**src/sv/u8u16_pkg.sv**
```systemverilog
// Shared types and constants for the UTF-8 to UTF-16 transcoder.
package u8u16_pkg;

    // Depth of the queue between the decoder and the unit serializer
    localparam int QueueDepth = 4;
    localparam int QPtrW      = $clog2(QueueDepth);
    localparam int QCntW      = $clog2(QueueDepth + 1);

    // Units a single byte can produce: a surrogate pair plus one lead value
    localparam int MaxUnits   = 3;

    // UTF-16 surrogate constants
    localparam logic [15:0] SurrHiBase  = 16'hD800;
    localparam logic [15:0] SurrLoBase  = 16'hDC00;
    localparam logic [30:0] SuppLow     = 31'h0001_0000;
    localparam logic [30:0] SuppHigh    = 31'h0010_FFFF;
    localparam logic [9:0]  PlaneOffset = 10'h040;

    // One decoded byte: up to three code units, how many are valid, string end
    typedef struct packed {
        logic [MaxUnits-1:0][15:0] units;
        logic [1:0]                cnt;
        logic                      last;
    } unit_entry_t;

endpackage

```
**src/sv/utf8_to_utf16_transcoder.sv**
```systemverilog
// Top level: UTF-8 byte stream in, UTF-16 code unit stream out.
// One byte per cycle while each byte yields at most one unit and the output is not
// stalled; the output register issues one unit per cycle while m_axis_tready is high,
// a byte yielding several units holds the serializer until its last unit is out, and the 4-entry queue absorbs bursts.
// Reset: rst_n clears decoder state, queue pointers and output valid at once.
module utf8_to_utf16_transcoder
    import u8u16_pkg::*;
(
    input  logic        clk,
    input  logic        rst_n,
    input  logic        s_axis_tvalid,
    output logic        s_axis_tready,
    input  logic [7:0]  s_axis_tdata,   // [7:0] byte_in
    input  logic        s_axis_tlast,   // last_byte
    output logic        m_axis_tvalid,
    input  logic        m_axis_tready,
    output logic [15:0] m_axis_tdata,   // [15:0] code_unit
    output logic        m_axis_tuser,   // last_of_run
    output logic        m_axis_tlast    // end_of_string
);

    logic        queue_full;
    logic        push;
    unit_entry_t push_entry;
    logic        pop;
    logic        not_empty;
    unit_entry_t head_entry;

    u8u16_front u_front (
        .clk        (clk),
        .rst_n      (rst_n),
        .in_valid   (s_axis_tvalid),
        .byte_in    (s_axis_tdata),
        .last_byte  (s_axis_tlast),
        .in_ready   (s_axis_tready),
        .queue_full (queue_full),
        .push       (push),
        .push_entry (push_entry)
    );

    u8u16_queue u_queue (
        .clk        (clk),
        .rst_n      (rst_n),
        .push       (push),
        .push_entry (push_entry),
        .full       (queue_full),
        .pop        (pop),
        .not_empty  (not_empty),
        .head_entry (head_entry)
    );

    u8u16_back u_back (
        .clk           (clk),
        .rst_n         (rst_n),
        .entry_valid   (not_empty),
        .entry         (head_entry),
        .pop           (pop),
        .out_valid     (m_axis_tvalid),
        .out_ready     (m_axis_tready),
        .code_unit     (m_axis_tdata),
        .last_of_run   (m_axis_tuser),
        .end_of_string (m_axis_tlast)
    );

endmodule

```
**src/sv/u8u16_front.sv**
```systemverilog
// Decoder: accepts UTF-8 bytes, tracks the open sequence and builds unit entries.
module u8u16_front
    import u8u16_pkg::*;
(
    input  logic        clk,
    input  logic        rst_n,
    input  logic        in_valid,
    input  logic [7:0]  byte_in,
    input  logic        last_byte,
    output logic        in_ready,
    input  logic        queue_full,
    output logic        push,
    output unit_entry_t push_entry
);

    logic [2:0]  pend_cnt_reg;
    logic [2:0]  pend_cnt_next;
    logic [30:0] acc_reg;
    logic [30:0] acc_next;

    logic        accept;
    logic        is_cont;
    logic        pending;
    logic        lead_ok;
    logic [2:0]  lead_len;
    logic [6:0]  lead_pay;
    logic [30:0] acc_cont;
    logic        v0_en;
    logic [30:0] v0;
    logic        v1_en;
    logic        pair;
    logic [15:0] pay16;
    logic [1:0]  cnt;

    assign in_ready = !queue_full;
    assign accept   = in_valid && in_ready;
    assign is_cont  = byte_in inside {[8'h80:8'hBF]};
    assign pending  = (pend_cnt_reg != 3'd0);
    assign acc_cont = {acc_reg[24:0], byte_in[5:0]};

    // Lead byte classification: payload bits and continuation count
    always_comb
    begin
        lead_ok  = 1'b1;
        lead_len = 3'd0;
        lead_pay = 7'd0;
        if (byte_in inside {[8'h00:8'h7F]})
        begin
            lead_pay = byte_in[6:0];
        end
        else if (byte_in inside {[8'hC0:8'hDF]})
        begin
            lead_len = 3'd1;
            lead_pay = {2'b00, byte_in[4:0]};
        end
        else if (byte_in inside {[8'hE0:8'hEF]})
        begin
            lead_len = 3'd2;
            lead_pay = {3'b000, byte_in[3:0]};
        end
        else if (byte_in inside {[8'hF0:8'hF7]})
        begin
            lead_len = 3'd3;
            lead_pay = {4'b0000, byte_in[2:0]};
        end
        else if (byte_in inside {[8'hF8:8'hFB]})
        begin
            lead_len = 3'd4;
            lead_pay = {5'b00000, byte_in[1:0]};
        end
        else if (byte_in inside {[8'hFC:8'hFD]})
        begin
            lead_len = 3'd5;
            lead_pay = {6'b000000, byte_in[0]};
        end
        else
        begin
            // stray continuation, 0xFE or 0xFF
            lead_ok = 1'b0;
        end
    end

    // Sequence tracking: v0 is a full-width value, v1 a freshly decoded lead
    always_comb
    begin
        pend_cnt_next = pend_cnt_reg;
        acc_next      = acc_reg;
        v0_en         = 1'b0;
        v0            = acc_reg;
        v1_en         = 1'b0;
        if (pending && is_cont)
        begin
            acc_next = acc_cont;
            v0       = acc_cont;
            if (pend_cnt_reg == 3'd1 || last_byte)
            begin
                v0_en         = 1'b1;
                pend_cnt_next = 3'd0;
            end
            else
            begin
                pend_cnt_next = pend_cnt_reg - 3'd1;
            end
        end
        else
        begin
            // an early end flushes the partial value first
            v0_en         = pending;
            pend_cnt_next = 3'd0;
            if (lead_ok)
            begin
                acc_next = {24'd0, lead_pay};
                if (lead_len == 3'd0 || last_byte)
                    v1_en = 1'b1;
                else
                    pend_cnt_next = lead_len;
            end
            else if (!pending)
            begin
                // stray byte re-emits the last value
                v0_en = 1'b1;
            end
        end
        if (last_byte)
        begin
            pend_cnt_next = 3'd0;
            acc_next      = 31'd0;
        end
    end

    // Unit packing
    assign pair  = (v0 >= SuppLow) && (v0 <= SuppHigh);
    assign pay16 = {9'd0, lead_pay};

    always_comb
    begin
        cnt = 2'd0;
        if (v0_en)
            cnt = pair ? 2'd2 : 2'd1;
        if (v1_en)
            cnt = cnt + 2'd1;
    end

    always_comb
    begin
        push_entry.units[0] = pay16;
        if (v0_en)
            push_entry.units[0] = pair ? (SurrHiBase | {6'd0, v0[19:10] - PlaneOffset})
                                       : v0[15:0];
        push_entry.units[1] = pair ? (SurrLoBase | {6'd0, v0[9:0]}) : pay16;
        push_entry.units[2] = pay16;
        push_entry.cnt      = cnt;
        push_entry.last     = last_byte;
    end

    assign push = accept && (cnt != 2'd0);

    // State registers
    always_ff @(posedge clk or negedge rst_n)
    begin
        if (!rst_n)
        begin
            pend_cnt_reg <= 3'd0;
            acc_reg      <= 31'd0;
        end
        else if (accept)
        begin
            pend_cnt_reg <= pend_cnt_next;
            acc_reg      <= acc_next;
        end
    end

    // A string end always produces at least one unit
    a_last_emits: assert property (@(posedge clk) disable iff (!rst_n)
        (accept && last_byte) |-> push)
        else $error("last byte produced no code unit");

    // State is cleared after a string end
    a_last_clears: assert property (@(posedge clk) disable iff (!rst_n)
        (accept && last_byte) |=> (pend_cnt_reg == 3'd0 && acc_reg == 31'd0))
        else $error("state not cleared after string end");

endmodule

```
**src/sv/u8u16_queue.sv**
```systemverilog
// Short queue of unit entries between the decoder and the serializer.
module u8u16_queue
    import u8u16_pkg::*;
(
    input  logic        clk,
    input  logic        rst_n,
    input  logic        push,
    input  unit_entry_t push_entry,
    output logic        full,
    input  logic        pop,
    output logic        not_empty,
    output unit_entry_t head_entry
);

    unit_entry_t      slots [QueueDepth];
    logic [QPtrW-1:0] wr_ptr_reg;
    logic [QPtrW-1:0] rd_ptr_reg;
    logic [QCntW-1:0] count_reg;

    assign full       = (count_reg == QCntW'(QueueDepth));
    assign not_empty  = (count_reg != '0);
    assign head_entry = slots[rd_ptr_reg];

    // Entry storage
    always_ff @(posedge clk)
    begin
        if (push)
            slots[wr_ptr_reg] <= push_entry;
    end

    // Pointers and fill count
    always_ff @(posedge clk or negedge rst_n)
    begin
        if (!rst_n)
        begin
            wr_ptr_reg <= '0;
            rd_ptr_reg <= '0;
            count_reg  <= '0;
        end
        else
        begin
            if (push)
                wr_ptr_reg <= wr_ptr_reg + QPtrW'(1);
            if (pop)
                rd_ptr_reg <= rd_ptr_reg + QPtrW'(1);
            if (push && !pop)
                count_reg <= count_reg + QCntW'(1);
            else if (pop && !push)
                count_reg <= count_reg - QCntW'(1);
        end
    end

    a_no_overflow: assert property (@(posedge clk) disable iff (!rst_n)
        push |-> (!full || pop))
        else $error("push into full queue");

    a_no_underflow: assert property (@(posedge clk) disable iff (!rst_n)
        pop |-> not_empty)
        else $error("pop from empty queue");

endmodule

```
**src/sv/u8u16_back.sv**
```systemverilog
// Serializer: walks the units of each entry and drives the output register.
module u8u16_back
    import u8u16_pkg::*;
(
    input  logic        clk,
    input  logic        rst_n,
    input  logic        entry_valid,
    input  unit_entry_t entry,
    output logic        pop,
    output logic        out_valid,
    input  logic        out_ready,
    output logic [15:0] code_unit,
    output logic        last_of_run,
    output logic        end_of_string
);

    unit_entry_t cur_reg;
    logic        cur_valid_reg;
    logic [1:0]  idx_reg;
    logic        out_valid_reg;
    logic [15:0] out_unit_reg;
    logic        out_run_reg;
    logic        out_eos_reg;

    logic        advance;
    logic        final_unit;
    logic [15:0] sel_unit;

    assign advance    = cur_valid_reg && (!out_valid_reg || out_ready);
    assign final_unit = (idx_reg == cur_reg.cnt - 2'd1);
    assign pop        = entry_valid && (!cur_valid_reg || (advance && final_unit));

    // Unit select
    always_comb
    begin
        case (idx_reg)
            2'd0:    sel_unit = cur_reg.units[0];
            2'd1:    sel_unit = cur_reg.units[1];
            2'd2:    sel_unit = cur_reg.units[2];
            default: sel_unit = cur_reg.units[0];
        endcase
    end

    // Current entry
    always_ff @(posedge clk)
    begin
        if (pop)
            cur_reg <= entry;
    end

    always_ff @(posedge clk or negedge rst_n)
    begin
        if (!rst_n)
        begin
            cur_valid_reg <= 1'b0;
            idx_reg       <= 2'd0;
        end
        else if (pop)
        begin
            cur_valid_reg <= 1'b1;
            idx_reg       <= 2'd0;
        end
        else if (advance && final_unit)
        begin
            cur_valid_reg <= 1'b0;
        end
        else if (advance)
        begin
            idx_reg <= idx_reg + 2'd1;
        end
    end

    // Output register
    always_ff @(posedge clk)
    begin
        if (advance)
        begin
            out_unit_reg <= sel_unit;
            out_run_reg  <= final_unit;
            out_eos_reg  <= final_unit && cur_reg.last;
        end
    end

    always_ff @(posedge clk or negedge rst_n)
    begin
        if (!rst_n)
            out_valid_reg <= 1'b0;
        else if (advance)
            out_valid_reg <= 1'b1;
        else if (out_ready)
            out_valid_reg <= 1'b0;
    end

    assign out_valid     = out_valid_reg;
    assign code_unit     = out_unit_reg;
    assign last_of_run   = out_run_reg;
    assign end_of_string = out_eos_reg;

    a_idx_in_range: assert property (@(posedge clk) disable iff (!rst_n)
        cur_valid_reg |-> (cur_reg.cnt != 2'd0 && idx_reg < cur_reg.cnt))
        else $error("unit index beyond entry");

    a_eos_ends_run: assert property (@(posedge clk) disable iff (!rst_n)
        (out_valid_reg && out_eos_reg) |-> out_run_reg)
        else $error("string end on a unit that is not last of its run");

endmodule

```
**config.mk**
```make
export PLATFORM = sky130hd
export DESIGN_NAME = utf8_to_utf16_transcoder
export DESIGN_NICKNAME = d
export VERILOG_FILES = /design/src/sv/u8u16_pkg.sv /design/src/sv/utf8_to_utf16_transcoder.sv /design/src/sv/u8u16_front.sv /design/src/sv/u8u16_queue.sv /design/src/sv/u8u16_back.sv
export SDC_FILE = /design/constraint.sdc
export NUM_CORES = 1
export LEC_CHECK = 0
export BUFFER_PORTS_ARGS = -buffer_cell sky130_fd_sc_hd__buf_2
export CORE_ASPECT_RATIO = 0.8
export CORE_MARGIN = 2
export CORE_UTILIZATION = 56
export DETAILED_ROUTE_END_ITERATION = 10
export PLACE_DENSITY_LB_ADDON = 0.3
export REMOVE_ABC_BUFFERS = 1
export SYNTH_ARGS = -nofsm -noshare
export SYNTH_HDL_FRONTEND = slang
export SYNTH_SLANG_ARGS = --single-unit
```
**constraint.sdc**
```tcl
create_clock -name clk -period 4.6 [get_ports clk]
set_clock_uncertainty 0.1 [all_clocks]
set_input_delay 0.92 -clock clk [delete_from_list [all_inputs] [get_ports clk]]
set_output_delay 0.92 -clock clk [all_outputs]
set_load 0.005 [all_outputs]
```
==> summary.md <==
| Metric | Value |
|---|---|
| Number of global-route vias before repair | `5,875` |
| TNS Setup | `0 ns` |
| Area growth syn-to-layout | `11.5%` |
| Max reg flops | `148` |
| Post-CTS setup buffer count | `0` |
| First-pass iteration count of the detailed router | `5` |
| Multi-input gate area | `2890 sq um` |
| YS warnings | `0` |
| Ranking of synthesized cells by area | `edfxtp_1 (59%), dfrtp_1 (11%), mux4_2 (8.1%)` |
| Final core occ | `63.4%` |
| Total track usage | `23.0%` |
| Clock slew at reported path FFs | `0.06 ns` |
| Synth Cell Area | `10,300 sq um` |
| FILL cells | `1,298` |
| DR vias | `5,714` |
| Top cell type's share of synthesized area | `59.2%` |
| Drt drc | `0` |
| Fmax | `279 MHz` |
| Slew headroom | `25.8%` |
| Drt wl/cell | `23.3 um` |
| Worst Setup Start Kind | `primary input` |
| Clock buffer depth | `3` |
| TritonCTS clock tree | `built` |
| MaxCap Viol Count | `0` |
| Slew at the pin closest to its max-slew limit | `1.10 ns` |
| Clock sink total | `248` |
| Power Total | `6.75 mW` |
| Cells after Synth | `637` |
| Worst Path Max Fanout | `14` |
| Unrepaired setup endpoints after global routing | `false` |
| CP Data Required Time | `4.75 ns` |
| Count of boundary I/O pins | `33` |
| Data arrival, critical path | `3.73 ns` |
| Seq cells post-synth | `248` |
| Die H | `125 um` |
| Worst min-delay path class | `register to register` |
| Post-DRT Antenna Nets | `0` |
| Final Hold Viols | `0` |
| Port buffer count | `32` |
| Die ar. | `19,500 sq um` |
| Final min period | `3.59 ns` |
| Number of synthesized flops with an enable pin | `203` |
| GRT overflow | `0` |
| Nets@finish | `702` |
| Post-CTS sizing | `0` |
| Core ar. | `18,100 sq um` |
| Period utilization | `78.0%` |
| Drt total wl | `21,500 um` |
| Post-detail-place hpwl | `13,400 um` |
| Leak | `4.18 nW` |
| Synth async-reset ratio | `18.1%` |
| CP Capture Type | `register` |
| Cts hold-fix bufs | `0` |
| Main flop type after synthesis | `edfxtp_1` |
| Final Setup Violations | `0` |
| First-pass GRT wire length | `34,100 um` |
| # H-tree levels | `1` |
| Root buffer cell | `clkbuf_16` |
| # diodes | `0` |
| Slack of the worst reg-to-reg path | `1.03 ns` |
| Gpl congestion | `0.906` |
| Peak supply drop | `355 uV` |
| Sequential area share after synthesis | `70.1%` |
| Initial antenna violation count | `0` |
| Post-DR vias/cell | `6.18` |
| Power Density | `588 nW/um^2` |
| Number of buffers created by CTS | `24` |
| FF/Latch Area | `7220 sq um` |
| Die Wd | `156 um` |
| Drt initial violations | `499` |
| Std-Cell Rows | `44` |
| Ratio of cells with drive above 1 in the final layout | `20.9%` |
| Worst setup path category | `primary input to register` |
| Run status | `finished, final reports clean` |
| Post-synth top area cell | `edfxtp_1` |
| Initial Util | `56.9%` |
| Clock latency on the worst-skew pair | `0.52 ns` |
| Netlist cell types | `64` |
| Post-Syn Area per Cell | `16.2 sq um` |
| Max Slew Vio Count | `0` |
| Pin count of the biggest net entering global routing | `46` |
[report_power, final]
group	internal [mW]	switching (mW)
registers	3.10	0.262
logic	0.674	0.865
clock network	1.05	0.804
[cell usage in the layout (no fill, tap or decap), types with 3 or more instances in the layout]
cell type,netlist,routed
mux4_2,37,37
mux2i_1,17,17
nor3_1,17,16
xnor2_1,7,7
a21oi_1,27,26
nor2b_1,4,4
buf_4,1,15
a22oi_1,7,7
ha_1,11,11
nand2_1,52,52
a21boi_0,4,4
nor2_1,19,19
inv_1,15,15
nor4_1,4,4
clkbuf_16,0,24
clkbuf_1,17,5
clkinv_2,0,8
nand3_1,8,8
buf_2,5,32
and2_1,7,7
dfrtp_1,45,44
xor2_1,3,3
nand4_1,4,4
a31oi_1,6,6
a22o_1,32,32
edfxtp_1,203,203
nand2b_1,6,6
o21ai_0,29,29
[cell usage after synthesis, drive strengths merged (2+ instances only)]
master and number:
mux2i 17, nand2b 7, a21boi 4, a211o 2, o22ai 2, buf 15, mux4 37, nor3 17
dfrtp 45, a31oi 6, mux2 2, clkbuf 18, inv 16, a22o 33, ha 11, a2111oi 2
and2 7, a22oi 7, nor2b 5, edfxtp 203, a21oi 28, xor2 3, xnor2 7, nor4 5
nor2 20, o21ai 29, nand2 53, o31a 3, nand4 5, nand3 8
[worst paths after layout]
path | start | to | cells after the start
min | u_queue.count_reg[2] | u_queue.count_reg[2] | 1
min reg2reg | u_queue.count_reg[2] | u_queue.count_reg[2] | 1
max in group asynchronous | rst_n | u_queue.rd_ptr_reg[0] | 1
min in group asynchronous | rst_n | u_front.acc_reg[21] | 1
max reg2reg | u_front.pend_cnt_reg[0] | u_queue.slots[0][13] | 12
max | s_axis_tdata[7] | u_queue.slots[0][13] | 11
[worst max-delay path, stage by stage]
cell       delay [ns]
buf_2            0.25
nor2b_4          0.30
nand2_2          0.17
mux2i_1          0.20
ha_1             0.26
nor3_1           0.22
o221a_2          0.26
a2111oi_4        0.06
nor2_2           0.35
inv_2            0.20
nor3_1           0.52
[cell families after synthesis]
logic type / after synthesis / synth area share, %
flops: 248 / 70.1
buf+inv: 49 / 2.04
xor+xnor: 10 / 0.850
simple gates: 129 / 6.07
compound gates: 133 / 9.45
mux: 56 / 9.96
fa+ha+maj: 12 / 1.53
[per-stage QoR]
step / hold slack [ns] / instance area, sq um / worst slack (ns) / std cells
floorplan: 0.351 / 10200 / 0.0742 / 604
CTS: 0.397 / 11500 / 1.08 / 925
finish: 0.391 / 11500 / 1.01 / 925
global route: 0.427 / 11500 / 0.698 / 925
global placement: 0.371 / 10700 / 0.733 / 881
detailed placement: 0.385 / 10700 / 0.565 / 881
[area by class of cell]
cell class / instances / area share, %
well taps: 230 / 2.51
clock buffers: 31 / 5.63
clock inverters: 13 / 0.893
repair buffers: 47 / 2.38
multi-input cells: 340 / 25.2
inverters: 16 / 0.523
flip-flops and latches: 248 / 62.9
[layer usage]
layer | vias up | share of wire (%) | track usage (%)
met5 | - | 0 | 0
met4 | 0 | 2.4 | 5.45
met3 | 37 | 4.8 | 3.26
met2 | 151 | 47 | 36.3
met1 | 2942 | 46 | 34.6
li1 | 2584 | - | -
Power figures use the tool's default switching activity.
